$ cat config.mk
export PLATFORM = sky130hd
export DESIGN_NAME = mma_cfg_regs
export DESIGN_NICKNAME = d
export VERILOG_FILES = /design/src/design/mma_pkg.sv /design/src/design/mma_cfg_regs.sv
export SDC_FILE = /design/constraint.sdc
export NUM_CORES = 1
export LEC_CHECK = 0
export ABC_AREA = 1
export BUFFER_PORTS_ARGS = -buffer_cell sky130_fd_sc_hd__buf_2
export CORE_UTILIZATION = 29
export CTS_BUF_LIST = sky130_fd_sc_hd__clkbuf_4
export DETAILED_ROUTE_END_ITERATION = 6
export PLACE_DENSITY = 0.67
export REMOVE_ABC_BUFFERS = 1
export SYNTH_ARGS = -nofsm -noshare
export SYNTH_HDL_FRONTEND = slang
export SYNTH_SLANG_ARGS = --single-unit
$ cat constraint.sdc
create_clock -name clk_i -period 1.1 [get_ports clk_i]
set_input_delay 0.11 -clock clk_i [delete_from_list [all_inputs] [get_ports clk_i]]
set_output_delay 0.11 -clock clk_i [all_outputs]
set_load 0.01 [all_outputs]
$ cat src/design/mma_pkg.sv
// shared types and constants of the multichannel moving average
package mma_pkg;

  // fixed field widths
  localparam int CH_FIELD_W = 5;
  localparam int SAMPLE_W   = 16;
  localparam int CFG_W      = 11;
  localparam int HELD_W     = 11;
  localparam int SUM_W      = 26;

  // ring size per channel, tied to the held and sum widths above
  localparam int WINDOW_MAX = 1024;

  // register port
  localparam int APB_AW = 3;
  localparam int APB_DW = 32;

  // register reset values
  localparam logic [CFG_W-1:0] WINDOW_LEN_RST = 11'd1024;
  localparam logic [CFG_W-1:0] MIN_FILL_RST   = 11'd1024;

  // register indexes, decoded from the word address
  typedef enum logic [0:0] {
    REG_WINDOW_LEN = 1'b0,
    REG_MIN_FILL   = 1'b1
  } reg_idx_e;

  // configuration seen by the datapath
  typedef struct packed {
    logic [CFG_W-1:0] win_eff;
    logic [CFG_W-1:0] min_fill;
    logic             win_wr;
  } mma_cfg_t;

  // divider status
  typedef struct packed {
    logic busy;
    logic done;
  } mma_div_stat_t;

endpackage

$ cat src/design/mma_cfg_regs.sv
// configuration registers behind the apb-style port
module mma_cfg_regs import mma_pkg::*; (
  input  logic              clk_i,
  input  logic              rst_ni,
  input  logic              psel_i,
  input  logic              penable_i,
  input  logic              pwrite_i,
  input  logic [APB_AW-1:0] paddr_i,
  input  logic [APB_DW-1:0] pwdata_i,
  output logic [APB_DW-1:0] prdata_o,
  output mma_cfg_t          cfg_o
);

  logic [CFG_W-1:0] window_q;
  logic [CFG_W-1:0] min_fill_q;
  logic             wr;
  reg_idx_e         sel;

  // word select and write strobe
  assign sel = reg_idx_e'(paddr_i[2]);
  assign wr  = psel_i && penable_i && pwrite_i;

  // register writes
  always_ff @(posedge clk_i or negedge rst_ni) begin
    if (!rst_ni) begin
      window_q   <= WINDOW_LEN_RST;
      min_fill_q <= MIN_FILL_RST;
    end else if (wr) begin
      unique case (sel)
        REG_WINDOW_LEN: window_q   <= pwdata_i[CFG_W-1:0];
        REG_MIN_FILL:   min_fill_q <= pwdata_i[CFG_W-1:0];
        default:        ;
      endcase
    end
  end

  // read mux
  always_comb begin
    unique case (sel)
      REG_WINDOW_LEN: prdata_o = {{(APB_DW-CFG_W){1'b0}}, window_q};
      REG_MIN_FILL:   prdata_o = {{(APB_DW-CFG_W){1'b0}}, min_fill_q};
      default:        prdata_o = '0;
    endcase
  end

  // effective window: zero means one, saturate at the ring size
  always_comb begin
    priority if (window_q == '0) begin
      cfg_o.win_eff = CFG_W'(1);
    end else if (32'(window_q) > 32'(WINDOW_MAX)) begin
      cfg_o.win_eff = CFG_W'(WINDOW_MAX);
    end else begin
      cfg_o.win_eff = window_q;
    end
  end

  assign cfg_o.min_fill = min_fill_q;
  assign cfg_o.win_wr   = wr && (sel == REG_WINDOW_LEN);

endmodule

==> flow_metrics.env <==
export IMPL_grt_first_pass_wirelength_mm=5.188
export IMPL_clk_latency_ns=0.31
export IMPL_yosysTopAreaCellShare=0.3640
export IMPL_ant_nets=0
export IMPL_register_area_um2=553.0
export IMPL_highest_layer="met4"
export IMPL_yosys_top_cells_area="dfrtp_1 (36%), o21ai_2 (12%), buf_4 (11%)"
export IMPL_period_minus_slack_ns=1.555
export IMPL_grt_pass1_vias=1111
export IMPL_cts_clk_slew_worst_paths_ns=0.13
export IMPL_synth_cell_types=20
export IMPL_final_common_cell="buf_2"
export IMPL_yosys_warnings=0
export IMPL_rows=24
export IMPL_grt_max_degree=24
export IMPL_wirelength_mm=3.018
export IMPL_fillCellCount=467
export IMPL_synth_top_cell_by_area="dfrtp_1"
export IMPL_core_region_area_um2=4444
export IMPL_power_density_nw_per_um2=1589
export IMPL_insertedDiodeCount=0
export IMPL_hold_viol_final=0
export IMPL_seq_area_frac_synth=0.4022
export IMPL_skew_ns=0
export IMPL_numCtsBuffers=3
export IMPL_fp_dieH_um=70.86
export IMPL_antenna_found_initial=0
export IMPL_peakVddDrop_mv=0.7322
export IMPL_root_buffer="clkbuf_4"
export IMPL_avgSynthCellArea_um2=7.903
export IMPL_via_count=1188
export IMPL_path_class="flip-flop to output port"
export IMPL_place_ws_ns=-0.09177
export IMPL_cp_required_ns=0.99
export IMPL_maxSlewViolCount=0
export IMPL_worst_pin_slew_ns=0.5138
export IMPL_ios=95
export IMPL_cp_end_kind="output port"
export IMPL_cts_tree="yes"
export IMPL_drt_drc_violations_left=5
export IMPL_rsz0062_at_grt="yes"
export IMPL_area_growth_pct=35.49
export IMPL_gr_total_overflow=0
export IMPL_placed_cell_area_um2=1687
export IMPL_final_cell_mix="buf_2 (48), nand2_1 (38), o21ai_2 (23)"
export IMPL_route_met3_wl_um=204
export IMPL_initial_utilization=0.3094
export IMPL_critPathMaxStageDelay_ns=0.43
export IMPL_die_x_um=70.86
export IMPL_drt_iter0_markers=55
export IMPL_portBuffers=50
export IMPL_grt_usage=0.1299
export IMPL_synth_cells=174
export IMPL_crit_fanout=8
export IMPL_relSlewSlack=0.6574
export IMPL_drtPass1Iterations=7
export IMPL_die_area_um2=5021
export IMPL_htree_levels=1
export IMPL_place_congestion=0.7429
export IMPL_routedWlPerCell_um=10.37
export IMPL_hold_class="primary input to flip-flop"
export IMPL_finalSetupViolCount=22
export IMPL_path_delay_family="simple AND/OR/NAND/NOR gates"
export IMPL_ff2ff_setup_slack_ns=0.22
export IMPL_clock_sinks=22
export IMPL_whs_ns=0.02903
export IMPL_synth_seq_cells=22
export IMPL_leakage_nw=1.045
export IMPL_max_cap_violations=0
export IMPL_wl_met2_mm=1.447
export IMPL_crit_path_top_delay_cell="dfrtp_1"
export IMPL_drive_above_1_share=0.4895
export IMPL_met1_length_mm=1.355
export IMPL_crit_buf_inv=1
export IMPL_viasPerCell=4.082
export IMPL_fin_total_pwr_mw=2.959
export IMPL_multi_input_area_um2=619.3
export IMPL_min_period_over_period=1.414
export IMPL_clock_fmax_mhz=643.0
export IMPL_crit_chain="nor2_1 > nand3_2 > nor2_4 > nor2_4 > nor2_1 > buf_2"
export IMPL_failed_checks="design-rule violations, negative setup slack"
export IMPL_fin_setup_tns_ns=-5.864
export IMPL_synth_area_um2=1375
export IMPL_cp_start_kind="flip-flop"
export IMPL_run_status="finished, violations left"
export IMPL_layout_nets=280
export IMPL_arrival_ns=1.45
export IMPL_setup_slack_ns=-0.4552
export IMPL_hpwlAfterDp_mm=2.184
export IMPL_clock_path_buffers=2
export IMPL_stdcell_area_um2=1863
-- per-layer routing --
metal / vias up / track usage
met5: - / 0
met4: 0 / 0.02000
met3: 2 / 0.03704
met2: 49 / 0.2244
met1: 513 / 0.1649
li1: 624 / -
-- final cells by class --
class	instances	area share
Clock inverter	1	0.01612
Inverter	25	0.05306
Tap cell	52	0.03492
Sequential cell	22	0.2968
Clock buffer	3	0.01209
Timing Repair Buffer	69	0.2545
Multi-Input combinational cell	119	0.3324
-- kinds of logic (layout without fill, tap and decap cells) --
kind of cell           count (synthesis)  in the layout  synth area share
AND/OR/NAND/NOR                       64             64            0.1938
other                                  1             21          0.002727
flip-flops                            22             22            0.4022
AO/OA/AOI/OAI                         34             34            0.1756
buffers and inverters                 53             98            0.2257
-- repair_timing --
action / 4_1_cts / 5_1_grt
hold buffers: 1 / 0
endpoints found under the hold margin: 20 / 0
setup buffers: 2 / 4
setup endpoints to repair: 23 / 23
pin swaps: 0 / 8
resized for setup: 34 / 12
-- synth_stat cells --
cell / instances
nor2_1: 18
nor2_2: 1
inv_1: 24
buf_6: 4
inv_2: 1
o21ai_1: 4
buf_4: 21
o21ai_0: 11
nor3_1: 1
nand2_2: 2
conb_1: 1
nand2_1: 38
dfstp_2: 2
and3_4: 1
nor2_4: 1
o21ai_2: 19
nand3_1: 2
buf_2: 2
dfrtp_1: 20
clkbuf_1: 1
-- state kept, by name, indices dropped and copies added (netlist names) --
| signal | cells |
|---|---|
| window_q | 11 |
| min_fill_q | 11 |
-- power by group --
part           switching (mW)  total, mW  internal (mW)
combinational           0.646       1.23          0.582
sequential              0.127       1.10          0.970
clock                   0.266      0.635          0.369
total                    1.04       2.96           1.92
-- worst min-delay path, cell delays in order --
cell and delay, ns:
buf_2 0.09, inv_1 0.08, o21ai_2 0.07
-- path summary, 6_finish.rpt --
kind                                            startpoint                          to  cells past startpoint
worst min-delay path                          pwdata_i[10]  min_fill_q[10]$_DFFE_PN1P_                      3
worst max register to register     window_q[4]$_DFFE_PN0P_     window_q[4]$_DFFE_PN0P_                      4
max in group asynchronous                           rst_ni    window_q[10]$_DFFE_PN1P_                      2
worst min register to register  min_fill_q[10]$_DFFE_PN1P_  min_fill_q[10]$_DFFE_PN1P_                      2
min in group asynchronous                           rst_ni   min_fill_q[0]$_DFFE_PN0P_                      2
worst max-delay path               window_q[0]$_DFFE_PN0P_                   cfg_o[16]                      6
-- through the flow --
| stage | utilization | cells |
|---|---|---|
| after global placement | 0.3795 | 283 |
| after CTS | 0.4091 | 290 |
| final | 0.4192 | 291 |
| after global routing | 0.4192 | 291 |
| after detailed placement | 0.3795 | 283 |
| after floorplan | - | 166 |
(Power assumes the default switching activity.)
