File: src/design/mma_pkg.sv
// shared types and constants of the multichannel moving average
package mma_pkg;

  // fixed field widths
  localparam int CH_FIELD_W = 5;
  localparam int SAMPLE_W   = 16;
  localparam int CFG_W      = 11;
  localparam int HELD_W     = 11;
  localparam int SUM_W      = 26;

  // ring size per channel, tied to the held and sum widths above
  localparam int WINDOW_MAX = 1024;

  // register port
  localparam int APB_AW = 3;
  localparam int APB_DW = 32;

  // register reset values
  localparam logic [CFG_W-1:0] WINDOW_LEN_RST = 11'd1024;
  localparam logic [CFG_W-1:0] MIN_FILL_RST   = 11'd1024;

  // register indexes, decoded from the word address
  typedef enum logic [0:0] {
    REG_WINDOW_LEN = 1'b0,
    REG_MIN_FILL   = 1'b1
  } reg_idx_e;

  // configuration seen by the datapath
  typedef struct packed {
    logic [CFG_W-1:0] win_eff;
    logic [CFG_W-1:0] min_fill;
    logic             win_wr;
  } mma_cfg_t;

  // divider status
  typedef struct packed {
    logic busy;
    logic done;
  } mma_div_stat_t;

endpackage

File: src/design/mma_serial_div.sv
// restoring divider, one quotient bit per cycle through a shift register
module mma_serial_div import mma_pkg::*; (
  input  logic              clk_i,
  input  logic              rst_ni,
  input  logic              start_i,
  input  logic [SUM_W-1:0]  dividend_i,
  input  logic [HELD_W-1:0] divisor_i,
  output logic [SUM_W-1:0]  quotient_o,
  output mma_div_stat_t     stat_o
);

  localparam int CNT_W = $clog2(SUM_W + 1);

  typedef enum logic {
    DIV_IDLE,
    DIV_RUN
  } div_state_e;

  div_state_e        state_q;
  logic [CNT_W-1:0]  cnt_q;
  logic              done_q;
  logic [SUM_W-1:0]  dvd_q;
  logic [HELD_W-1:0] rem_q;
  logic [HELD_W-1:0] dsr_q;
  logic [HELD_W:0]   shifted;
  logic [HELD_W:0]   diff;
  logic              fits;

  // one trial subtraction per cycle
  assign shifted = {rem_q, dvd_q[SUM_W-1]};
  assign diff    = shifted - {1'b0, dsr_q};
  assign fits    = shifted >= {1'b0, dsr_q};

  // sequencing
  always_ff @(posedge clk_i or negedge rst_ni) begin
    if (!rst_ni) begin
      state_q <= DIV_IDLE;
      cnt_q   <= '0;
      done_q  <= 1'b0;
    end else begin
      unique case (state_q)
        DIV_IDLE: begin
          done_q <= 1'b0;
          if (start_i) begin
            state_q <= DIV_RUN;
            cnt_q   <= '0;
          end
        end
        DIV_RUN: begin
          cnt_q  <= cnt_q + 1'b1;
          done_q <= (cnt_q == CNT_W'(SUM_W - 1));
          if (cnt_q == CNT_W'(SUM_W - 1)) begin
            state_q <= DIV_IDLE;
          end
        end
        default: begin
          state_q <= DIV_IDLE;
          done_q  <= 1'b0;
        end
      endcase
    end
  end

  // dividend shifts out at the top, quotient bits shift in at the bottom
  always_ff @(posedge clk_i) begin
    if (state_q == DIV_IDLE && start_i) begin
      dvd_q <= dividend_i;
      rem_q <= '0;
      dsr_q <= divisor_i;
    end else if (state_q == DIV_RUN) begin
      dvd_q <= {dvd_q[SUM_W-2:0], fits};
      rem_q <= fits ? diff[HELD_W-1:0] : shifted[HELD_W-1:0];
    end
  end

  assign quotient_o  = dvd_q;
  assign stat_o.busy = (state_q == DIV_RUN);
  assign stat_o.done = done_q;

endmodule
File: config.mk
export PLATFORM = sky130hd
export DESIGN_NAME = mma_serial_div
export DESIGN_NICKNAME = d
export VERILOG_FILES = /design/src/design/mma_pkg.sv /design/src/design/mma_serial_div.sv
export SDC_FILE = /design/constraint.sdc
export NUM_CORES = 1
export LEC_CHECK = 0
export BUFFER_PORTS_ARGS = -buffer_cell sky130_fd_sc_hd__buf_2
export CAP_MARGIN = 15
export CORE_UTILIZATION = 47
export CTS_CLUSTER_DIAMETER = 150
export DETAILED_ROUTE_END_ITERATION = 8
export PLACE_DENSITY_LB_ADDON = 0.2
export SYNTH_ARGS = -nofsm -noshare
export SYNTH_HDL_FRONTEND = slang
export SYNTH_SLANG_ARGS = --single-unit
File: constraint.sdc
create_clock -name clk_i -period 4.1 [get_ports clk_i]
set_input_delay 0.205 -clock clk_i [delete_from_list [all_inputs] [get_ports clk_i]]
set_output_delay 0.205 -clock clk_i [all_outputs]
set_load 0.02 [all_outputs]
==> results, run 1 <==
- Using the TritonRoute via totals, the vias-per-cell ratio works out to between 5 and 6.
- Hold timing on the final database bottoms out at a slack of around 58 ps.
- The async set-reset flop share out of synthesis is 0.1273.
- Summed over all failing endpoints, the final setup total negative slack is 0 ps.
- In the layout the commonest cells are buf_2, edfxtp_1, nand2_1.
- The category of cells accounting for the largest share of critical-path delay is simple AND/OR/NAND/NOR gates.
- The class of the most critical hold timing path is in2reg.
- The worst setup slack before clock tree synthesis is 1663 ps.
- IR analysis of the VDD net gives a maximum drop of approximately 0.00042 V.
- Of the cells placed in the final design, the portion with a size suffix greater than 1 is 0.3581.
- The clock transition at the registers of the reported paths is 110 ps.
- The top achievable clock speed is about 400 MHz.
- The chip height is 80.98 um.
- The number of register bits inferred by synthesis is 55.
- The total CTS buffers is 5.
- The dominant synthesized flop cell is edfxtp_1.
- Summing every instance area after synthesis gives roughly 2900 sq um.
- Setup repair after global routing left no endpoint under its margin.
- The first global-routing pass estimated approximately 9200 um of wire.
- The starting density of the core is 0.4922.
- The DRC violation count after routing is 0.
- The final worst-path setup slack is about 1600 ps.
- The area added between synthesis and finish is 16.30%.
- The total nets after synthesis is approximately 300.
- Along the worst path, the maximum fanout reaches 9.
- After legalization and detailed placement, the total HPWL measured ~4000 um.
- The via count of the first global-routing pass is roughly 2,000.
- The number of hold violations in the final report is 0.
- The transition time at the pin with the least slew margin is between 1000 and 1500 ps.
- The worst reg-to-reg setup slack is 1630 ps.
- The longest individual stage delay on the worst path is 430 ps.
- STA classifies the critical path startpoint as a flip-flop.
- The placed instances occupy a cell area of about 3300 sq um.
- The wire length per cell is ~15 um.
- After layout, the minimum clock period comes to about 2500 ps.
- The number of hold buffers added after CTS is 1.
- The count of port buffers added during placement is between 60 and 70.
- The number of standard-cell rows in the floorplan is 28.
- The sum of buffers and inverters on the critical path is 1.
- With fillers left out, the area of the finished cells amounts to between 3000 and 4000 sq um.
- TritonCTS built the clock tree.
- For this run, the post-layout net count is 363.
- The tightest slew margin relative to the limit is 0.3209.
- Yosys printed 0 warnings.
- For this design the ratio of total power to cell area is 841.2 nW/um^2.
- In the synthesized netlist, the number of instances is 244.
- The number of enable flip-flop cells after synthesis is 37.
- The number of antenna violations at the first check in global routing is 0.
- The number of pins with negative max-slew slack in the final report is 0.
- Clock tree synthesis selected as its root buffer the cell clkbuf_8.
- The number of sinks driven by the clock tree is 55.
- The horizontal die dimension is 80.98 um.
- STA puts the critical path data required time at about 4200 ps.
- The global placer's final weighted congestion is 0.9131.
- The core region area is a little under 6000 sq um.
- The cell with the largest stage delay on the worst path is edfxtp_1.
- By startpoint and endpoint, the worst setup path is classified as reg2reg.
- The run finished with clean final reports.
- On the final layout, the worst clock skew is about 15 ps.
- Data arrives at the worst endpoint at 2560 ps.
- The final global-route overflow total is 0.
- Buffers added to address setup during post-CTS repair amount to 0.
- The remaining antenna violation count is 0.
- The post-route fraction of the period consumed by the critical path is 0.6031.
- Entering global routing, the biggest net connects 38 pins.
- Setup violations remaining at the end of the flow were counted as 0.
- The completed layout was analyzed and its total power is between 2000 and 3000 uW.
- Once the clock tree was built, the resizer swapped 0 gates to a different size.
- The latest clock arrival within the worst-skew pair is 320 ps.
- The distinct cell type count after synthesis is 54.
- The total via count after detailed routing is 2,055.
- The tool flagged a number of max-cap violations equal to 0.
- The number of diodes is 0.
- The die covers between 6000 and 7000 sq um.
- The share of the Yosys chip area taken by registers is 0.5139.
- In this run, the number of DRC markers left after iteration 0 of detailed routing was roughly 140.
- The critical path endpoint category is a flip-flop.
- The fill cell total of the finished layout is slightly above 500.
- The number of ports placed on the die boundary is between 60 and 70.
- The mean post-synth cell area is around 12 sq um.
- For this design the static power due to leakage is 0.001444 uW.
- The total routed wirelength is approximately 5600 um.
- The H-tree generated during clock tree synthesis spans 2 levels.
- Leaving out fill and tap cells, the most frequent cell in the layout is buf_2.
- For this run, the total global-route usage over all layers was measured as 0.1850.
- Traced cell by cell, the critical path runs through inv_1 -> ha_1 -> fa_1 -> nor2b_4 -> o31a_4 -> o21ai_4 -> and4_1 -> nor2_4 -> mux2_2.
- The clock tree buffer depth is 2.
- For this run, the detailed router's first-pass iteration total came to 4.
==> per-layer routing <==
layer,vias up,share of wire,GRT usage
met3,7,0.052,0.04607
met1,960,0.49,0.2575
met2,53,0.44,0.2773
li1,1035,-,-
met4,0,0.014,0.06786
met5,-,0,0
==> registers in the layout, indices dropped and copies added (netlist names) <==
register and flops:
quotient_o 26, cnt_q 5, state_q 1, rem_q 11
dsr_q 11, done_q 1
==> Yosys cell counts (2+ instances only) <==
| cell | count | area (sq um) |
|---|---|---|
| nand2_1 | 27 | 101.4 |
| o2111ai_1 | 5 | 43.79 |
| nor3_1 | 2 | 10.01 |
| nor3b_1 | 2 | 15.01 |
| buf_4 | 2 | 15.01 |
| dfxtp_1 | 11 | 220.2 |
| xnor2_1 | 6 | 52.55 |
| nor2_1 | 10 | 37.54 |
| o211ai_1 | 9 | 67.56 |
| buf_1 | 2 | 7.510 |
| mux2_2 | 26 | 292.8 |
| dfrtp_1 | 7 | 175.2 |
| nand2b_1 | 6 | 37.54 |
| o21a_1 | 3 | 22.52 |
| nor2b_1 | 4 | 25.02 |
| a21oi_1 | 5 | 25.02 |
| o21ai_0 | 7 | 35.03 |
| ha_1 | 13 | 162.7 |
| inv_1 | 16 | 60.06 |
| nand3_1 | 4 | 20.02 |
| a22o_1 | 2 | 17.52 |
| o221ai_1 | 2 | 17.52 |
| xor2_1 | 2 | 17.52 |
| edfxtp_1 | 37 | 1111 |
| buf_6 | 5 | 56.30 |
==> power breakdown <==
part	leakage, uW	total, uW	switching, uW	internal [uW]
clock network	0.0000562	369	186	183
logic	0.000841	1440	786	649
registers	0.000547	1060	172	892
==> cells by family (layout without fill, tap and decap cells) <==
family	after synthesis	after routing	share of synthesized area
compound gates	48	48	0.1310
xor+xnor	8	8	0.02390
fa+ha+maj	14	14	0.06231
buf+inv	27	93	0.05036
flops	55	55	0.5139
mux	27	27	0.1033
simple gates	65	65	0.1152
==> worst paths after layout <==
check,startpoint,cells after the start,to
max,quotient_o[25],9,quotient_o[0]
min,divisor_i[2],1,dsr_q[2]
max reg2reg,quotient_o[25],9,quotient_o[0]
min reg2reg,rem_q[10],2,rem_q[10]
max in group asynchronous,rst_ni,2,cnt_q[1]
min in group asynchronous,rst_ni,2,done_q
==> per-stage QoR <==
| stage | utilization | cells |
|---|---|---|
| detailed placement | 0.5521 | 376 |
| global placement | 0.5521 | 376 |
| CTS | 0.5725 | 385 |
| floorplan | - | 244 |
| finish | 0.5725 | 385 |
| global route | 0.5725 | 385 |
==> layout make-up <==
| type | count | area [sq um] | share of cell area |
|---|---|---|---|
| clock buffer | 5 | 68.82 | 0.02018 |
| clock inverter | 3 | 42.54 | 0.01248 |
| inverter | 16 | 60.06 | 0.01761 |
| multi-input combinational | 162 | 1285 | 0.3769 |
| sequential | 55 | 1506 | 0.4418 |
| tap | 75 | 93.84 | 0.02752 |
| timing repair buffer | 69 | 352.8 | 0.1035 |
No activity file was read; power rests on OpenSTA's default activity.
==> run 2, diff against run 1 <==
--- a/config.mk
+++ b/config.mk
@@ -5,6 +5,7 @@
 export SDC_FILE = /design/constraint.sdc
 export NUM_CORES = 1
 export LEC_CHECK = 0
+export ABC_AREA = 1
 export BUFFER_PORTS_ARGS = -buffer_cell sky130_fd_sc_hd__buf_2
 export CAP_MARGIN = 15
 export CORE_UTILIZATION = 47
==> constraint.sdc (replaced) <==
create_clock -name clk_i -period 2.1 [get_ports clk_i]
set_input_delay 0.105 -clock clk_i [delete_from_list [all_inputs] [get_ports clk_i]]
set_output_delay 0.105 -clock clk_i [all_outputs]
set_load 0.02 [all_outputs]
==> run 2 against run 1 <==
  * Register-to-register slack got worse by 1500 ps
  * Combinational power increased by 94%
  * Synthesized cell count rose by 52%
==> results, run 2 <==
- The aggregate global-route resource usage is 0.2064.
- The via count normalized by instance count is 4.981.
- The number of enable flip-flop cells after synthesis is 37.
- Sorting the synthesized cells by how often they occur yields nand2_1, inv_1, edfxtp_1.
- The area share of the largest cell type after synthesis is 0.3578.
- The flip-flop count of the largest register, all copies and words added is 26.
- Based on the critical path, the design can be clocked at up to ~500 MHz.
- Clock-pin slew was measured on the worst setup and hold paths at 100 ps.
- In the routed design, unresolved DRC markers number 0.
- The sequential share of the synthesized area is 0.4851.
- Of the total power, the clock network draws 0.131.
- The number of hold violations in the final report was 0.
- Setup repair after global routing left no endpoint under its margin.
- Dividing the final minimum period by the clock period gives 0.9430.
- Setup violations remaining at the end of the flow were counted as 0.
- The first global-routing pass estimated around 12,000 um of wire.
- At the end of routability-driven placement, the weighted congestion stood at between 0.8 and 0.9.
- The tightest slew margin relative to the limit is 0.6793.
- The most common cell after layout, fill and taps aside is nand2_1.
- The first detailed-routing pass took 4 iterations.
- The share of power burned in combinational logic is 0.507.
- The cell accounting for the most synthesized area is edfxtp_1.
- The clock drives 55 sinks.
- The wire length per cell is about 13 um.
- The fraction of layout cells with a size suffix above 1 is 0.2494.
- TritonCTS built the clock tree.
- The path class of the tightest hold or removal check is in2reg.
- The class of the most critical setup path is reg2reg.
- The worst endpoint required time is about 2400 ps.
- For this configuration, the core starts out at a cell density of 0.4891.
- The share of total power in sequential cells is 0.362.
- Port buffering added between 60 and 70 buffers.
- The maximum level of the CTS H-tree is 2.
- The number of register bits inferred by synthesis is between 50 and 60.
- The total via count after detailed routing is 2,640.
- The switching power as a share of total power is 0.4358.
- The first routing iteration left 123 violations.
- The leakage power of the design is 0.001902 uW.
- The core region area is between 6000 and 7000 sq um.
- After clock tree synthesis, the setup repair step added 0 buffers.
- The largest net degree at the start of global routing is 29.
- The total nets after synthesis is about 430.
- The total power density per cell area is between 1000 and 1500 nW/um^2.
- The arrival time at the worst endpoint is between 2000 and 2500 ps.
- After synthesis the cells add up to approximately 3100 sq um.
- The total CTS buffers is 5.
- The number of ports placed on the die boundary is ~70.
- The largest vdd supply drop is ~0.00073 V.
- The area growth from synthesis to layout is 20.02%.
- During synthesis, Yosys emitted a total of 0 warnings.
- The number of antenna violations at the first check in global routing is 0.
- The critical path startpoint category is a flip-flop.
- CTS placed an instance of clkbuf_8 at the clock tree root.
- The run finished with clean final reports.
- In this run the vertical extent of the chip is 83.29 um.
- At the end of the flow, the number of nets in the layout was a little over 500.
- In the layout the commonest cells are nand2_1, buf_2, inv_1.
- The largest fanout on the critical path is 6.
- The detail route stage leaves a number of antenna-violating nets equal to 0.
- The number of max-cap violations is 0.
- In the final timing run, aggregate negative setup slack is 0 ps.
- Cell internal power was estimated by the tool at 3104 uW.
- The switching power is 2398 uW.
- The final global-route overflow total is 0.
- The die covers roughly 6900 sq um.
- The async set-reset flop share out of synthesis is 0.1273.
- Synthesis produced a netlist whose cell count is between 300 and 400.
- The clock tree buffer depth is 2.
- The latest clock arrival within the worst-skew pair is a little over 300 ps.
- The clock period minus worst slack is approximately 2000 ps.
- 0 antenna diodes ended up in the layout.
- The mean post-synth cell area is between 8 and 9 sq um.
- Once layout is complete, the cells apart from fillers number between 500 and 600.
- Yosys attributes the largest share of cell area to edfxtp_1, nand2_1, dfxtp_1.
- The via count of the first global-routing pass is roughly 2,700.
- The cell with the most instances after synthesis is nand2_1.
- The instance count after placement with tap cells included is between 500 and 600.
- STA classifies the critical path endpoint as a flip-flop.
- Across all register-to-register paths, the minimum setup slack is ~120 ps.
- Detailed placement ended at an HPWL of 4714 um.
- The transition time at the pin with the least slew margin is slightly below 500 ps.
- The number of pins with negative max-slew slack in the final report was 0.
- The total routed wirelength is roughly 6700 um.
- The number of standard-cell rows in the floorplan is 29.
- The horizontal die dimension is 83.29 um.
- In the synthesized netlist the dominant register cell turns out to be edfxtp_1.
- The synthesized netlist contains 31 unique library cells.
- The worst clock skew is 3.817 ps.
==> run 2: cell count changes after synthesis, sizes merged, moves of 10 or more <==
cell,before,now
nand2,27,158
inv,16,52
nand3,4,32
mux2,26,0
nand4,1,16
o211ai,10,0
==> run 2: what timing repair did <==
action | CTS | global route
endpoints found under the hold margin | 18 | 0
endpoints found under the setup margin | 0 | 7
resized for setup | 0 | 1
hold buffers | 12 | 0
==> run 2: layer usage <==
metal	GRT usage	vias up	wire length, um
met1	0.2634	1179	3041
met4	0.05643	0	148
li1	-	1348	-
met5	0	-	0
met3	0.05169	16	480
met2	0.3480	97	3007
==> run 2: final timing paths <==
path,start,endpoint,cells after the start
worst max-delay path,quotient_o[25],rem_q[2],11
worst min-delay path,dividend_i[15],quotient_o[15],3
worst max register to register,quotient_o[25],rem_q[2],11
worst min register to register,rem_q[10],rem_q[10],2
max in group asynchronous,rst_ni,state_q,2
min in group asynchronous,rst_ni,cnt_q[3],2
==> run 2: power groups by stage <==
stage | registers (uW) | clock network [uW] | logic (uW)
6_report | 1990 | 721 | 2790
2_1_floorplan | 2310 | 0 | 1840
5_1_grt | 2060 | 789 | 3170
3_5_place_dp | 2000 | 0 | 2760
3_3_place_gp | 2010 | 0 | 2680
4_1_cts | 1990 | 749 | 2770
==> run 2: kinds of logic after synthesis <==
| group | Yosys count | share of synthesized area |
|---|---|---|
| xor+xnor | 3 | 0.008462 |
| simple gates | 225 | 0.3328 |
| flops | 55 | 0.4851 |
| fa+ha+maj | 14 | 0.05883 |
| compound gates | 9 | 0.01612 |
| buf+inv | 66 | 0.09871 |
==> run 2: through the flow <==
step	utilization	area [sq um]	hold slack, ps	power (uW)	setup slack (ps)
after global routing	0.5870	3727	53.95	6014	17.62
after detailed placement	0.5482	3481	-52.06	4751	142.6
after floorplan	-	3105	-190.6	4143	156.6
after global placement	0.5482	3481	-50.59	4689	231.2
after CTS	0.5846	3712	43.51	5510	128.0
final	0.5870	3727	55.26	5502	119.7
==> run 2: area by class of cell <==
class / count / area [sq um]
clock buffers: 6 / 72.57
clock inverters: 2 / 38.79
fillers: 569 / 2623
inverters: 52 / 195.2
multi-input cells: 252 / 1310
flip-flops and latches: 55 / 1506
well taps: 77 / 96.34
repair buffers: 86 / 508.0
==> run 2: worst max-delay path: stages (launching register included) <==
cell and delay (ps):
edfxtp_1 390, inv_1 90, ha_1 200, fa_2 230, inv_1 60, nand3_1 80
nand3_2 120, nand2_2 150, nand4_2 310, nand2_2 150, nand3_1 90, nand2_1 70
==> run 3, diff against run 2 <==
--- a/config.mk
+++ b/config.mk
@@ -11,7 +11,7 @@
 export CORE_UTILIZATION = 47
 export CTS_CLUSTER_DIAMETER = 150
 export DETAILED_ROUTE_END_ITERATION = 8
-export PLACE_DENSITY_LB_ADDON = 0.2
+export PLACE_DENSITY = 0.72
 export SYNTH_ARGS = -nofsm -noshare
 export SYNTH_HDL_FRONTEND = slang
 export SYNTH_SLANG_ARGS = --single-unit
==> run 3 against run 2 <==
  * Highest routed layer unchanged
  * Routed wire length up 1.9%
  * Power down 1.2%
  * Sequential power about the same
  * First-iteration DRC count up 33%
  * Via count up 0.45%
  * Setup slack better by 49 ps
  * Combinational power up 2%
  * Sequential share of layout area down 0.12 points
  * Global-route usage about the same
==> results, run 3 (same netlist as run 2, synthesis figures left out) <==
- The flow ran to the end, and the final reports show no timing, DRC or antenna violations.
- In the final routed layout, each cell accounts on average for 12.79 um.
- The number of diodes is 0.
- Setup violations remaining at the end of the flow were counted as 0.
- The count of port buffers added during placement is 67.
- The clock net in this run drives a total of 55 sinks.
- The switching power is around 2400 uW.
- The largest fanout on the critical path is 11.
- The via count of the first global-routing pass is 2,588.
- The starting density of the core is 0.4891.
- Data on the critical path arrives at its endpoint at between 2000 and 2500 ps.
- The transition time at the pin with the least slew margin is about 500 ps.
- The first global-routing pass estimated 11,560 um of wire.
- The total CTS buffers is 5.
- The final global-route overflow total is 0.
- The register with the most flip-flops in the layout has 26 of them.
- Timing would allow up to a little over 500 MHz.
- The post-route fraction of the period consumed by the critical path is 0.9196.
- The root cell of the clock tree is clkbuf_8.
- The overall die area is slightly below 7000 sq um.
- Setup repair after global routing left no endpoint under its margin.
- The worst reg-to-reg setup slack is between 150 and 200 ps.
- The share of power burned in the clock network is 0.107.
- The clock tree synthesis step divided the H-tree into 2 levels.
- The number of antenna violations at the first check in global routing came to 0.
- The number of standard-cell rows in the floorplan is 29.
- The share of power burned in combinational logic is 0.523.
- Entering global routing, the biggest net connects 29 pins.
- Of the cells placed in the final design, the portion with a size suffix greater than 1 is 0.2527.
- The total routed wirelength is just under 7000 um.
- The violation count after the first detailed-route iteration is 164.
- The core region area is ~6300 sq um.
- Detailed placement ended at an HPWL of 4746 um.
- Once layout is complete, the cells apart from fillers number about 530.
- STA classifies the critical path endpoint as a flip-flop.
- The largest vdd supply drop is between 0.0007 and 0.0008 V.
- Of the total power, registers draw 0.370.
- The internal portion of the total power is 3017 uW.
- The class of the most critical setup path is reg2reg.
- The first detailed-routing pass ran for 4 iterations.
- In the global route stage, overall resource usage came out at 0.2063.
- The clock period could shrink to just under 2000 ps.
- The clock tree buffer depth is 2.
- The floorplan step set the die width to ~83 um.
- The leakage power of the design is between 0.0015 and 0.002 uW.
- Measured on the finished design, the core utilization comes to 0.5888.
- The chip height is 83.29 um.
- The switching power as a share of total power is 0.4447.
- Leaving out fill and tap cells, the most frequent cell in the layout is nand2_1.
- The number of pins with negative max-slew slack in the final report is 0.
- The class of the most critical hold timing path is in2reg.
- The DRC violation count after routing is 0.
- The worst endpoint required time is 2360 ps.
- The remaining antenna violation count is 0.
- The final worst-path setup slack is 168.8 ps.
- The instance count after placement with tap cells included is between 500 and 600.
- In this run the power density over the cells is between 1000 and 1500 nW/um^2.
- For this design the top-level I/O count stands at approximately 70.
- The global placer's final weighted congestion is slightly below 0.9.
- Detailed routing inserted a total of 2,652 vias.
- The clock transition at the registers of the reported paths is roughly 100 ps.
- The number of hold violations in the final report is 0.
- The tightest slew margin relative to the limit is 0.6720.
- The CTS tree is yes.
- Across the run, the number of max-cap violations was 0.
- The library cells used most frequently in the layout, excluding fill and tap cells, are nand2_1, buf_2, inv_1.
- For the final routed database, the setup TNS stands at 0 ps.
- The clock reaches the later pin of the worst-skew pair after roughly 310 ps.
- Prior to clock tree synthesis, the placed netlist has a worst setup slack of ~160 ps.
- The worst clock skew is around 7.7 ps.
- Dividing the detail-routed via count by the number of cells gives between 4 and 5.
- The net count of the finished layout is roughly 510.
- The critical path startpoint category is a flip-flop.
- The area growth from synthesis to layout is 20.39%.
run 3: cell types whose count changed in the layout (fill, tap and decap cells not counted):
cell,previous run,this run
buf_12,0,1
buf_4,7,8
bufinv_16,1,0
clkbuf_1,1,0
clkinv_1,0,1
clkinv_2,0,1
nand4_2,2,1
nand4_4,1,2
run 3: area by class of cell:
cell class              instances  area [sq um]
inverters                      52         195.2
clock inverters                 3         17.52
fillers                       573          2611
clock buffers                   5         68.82
flip-flops and latches         55          1506
multi-input cells             252          1319
well taps                      77         96.34
repair buffers                 88         535.5
run 3: path summary, 6_finish.rpt:
check                               start              to  cells past startpoint
setup / recovery           quotient_o[25]        rem_q[7]                     11
hold / removal             dividend_i[15]  quotient_o[15]                      3
setup reg to reg           quotient_o[25]        rem_q[7]                     11
hold reg to reg                 rem_q[10]       rem_q[10]                      2
max in group asynchronous          rst_ni        cnt_q[0]                      2
min in group asynchronous          rst_ni        cnt_q[1]                      2
run 3: per-stage QoR:
step | hold WS, ps | total power (uW) | instance area (sq um)
finish | 52.45 | 5433 | 3739
global route | 50.22 | 5939 | 3739
CTS | 43.11 | 5369 | 3700
detailed placement | -55.14 | 4756 | 3493
global placement | -57.61 | 4677 | 3493
floorplan | -190.6 | 4143 | 3105
run 3: worst max-delay path: stages (launching register included):
cell      delay (ps)
edfxtp_1         360
inv_1             60
ha_1             230
fa_2             360
inv_1             80
nand3_1           80
nand3_2          110
nand2_2          110
buf_4            210
nand4_1          110
nand3_1           90
nand2_1           60
run 3: per-layer routing:
layer | part of all wire | routed length [um] | track usage
met3 | 0.073 | 496 | 0.05169
met2 | 0.47 | 3224 | 0.3458
met1 | 0.43 | 2924 | 0.2574
met5 | 0 | 0 | 0
met4 | 0.023 | 156 | 0.07524
run 3: what timing repair did:
item | 4_1_cts | 5_1_grt
hold buffers | 12 | 0
setup buffers | 0 | 2
endpoints found under the setup margin | 0 | 7
endpoints found under the hold margin | 18 | 0
gates resized for setup | 0 | 2
run 3: power groups by stage:
| stage | Clock [uW] | Sequential, uW | Combinational (uW) |
|---|---|---|---|
| 6_report | 582 | 2010 | 2840 |
| 5_1_grt | 641 | 2070 | 3220 |
| 4_1_cts | 601 | 2010 | 2760 |
| 3_5_place_dp | 0 | 2020 | 2740 |
| 3_3_place_gp | 0 | 2010 | 2670 |
| 2_1_floorplan | 0 | 2310 | 1840 |
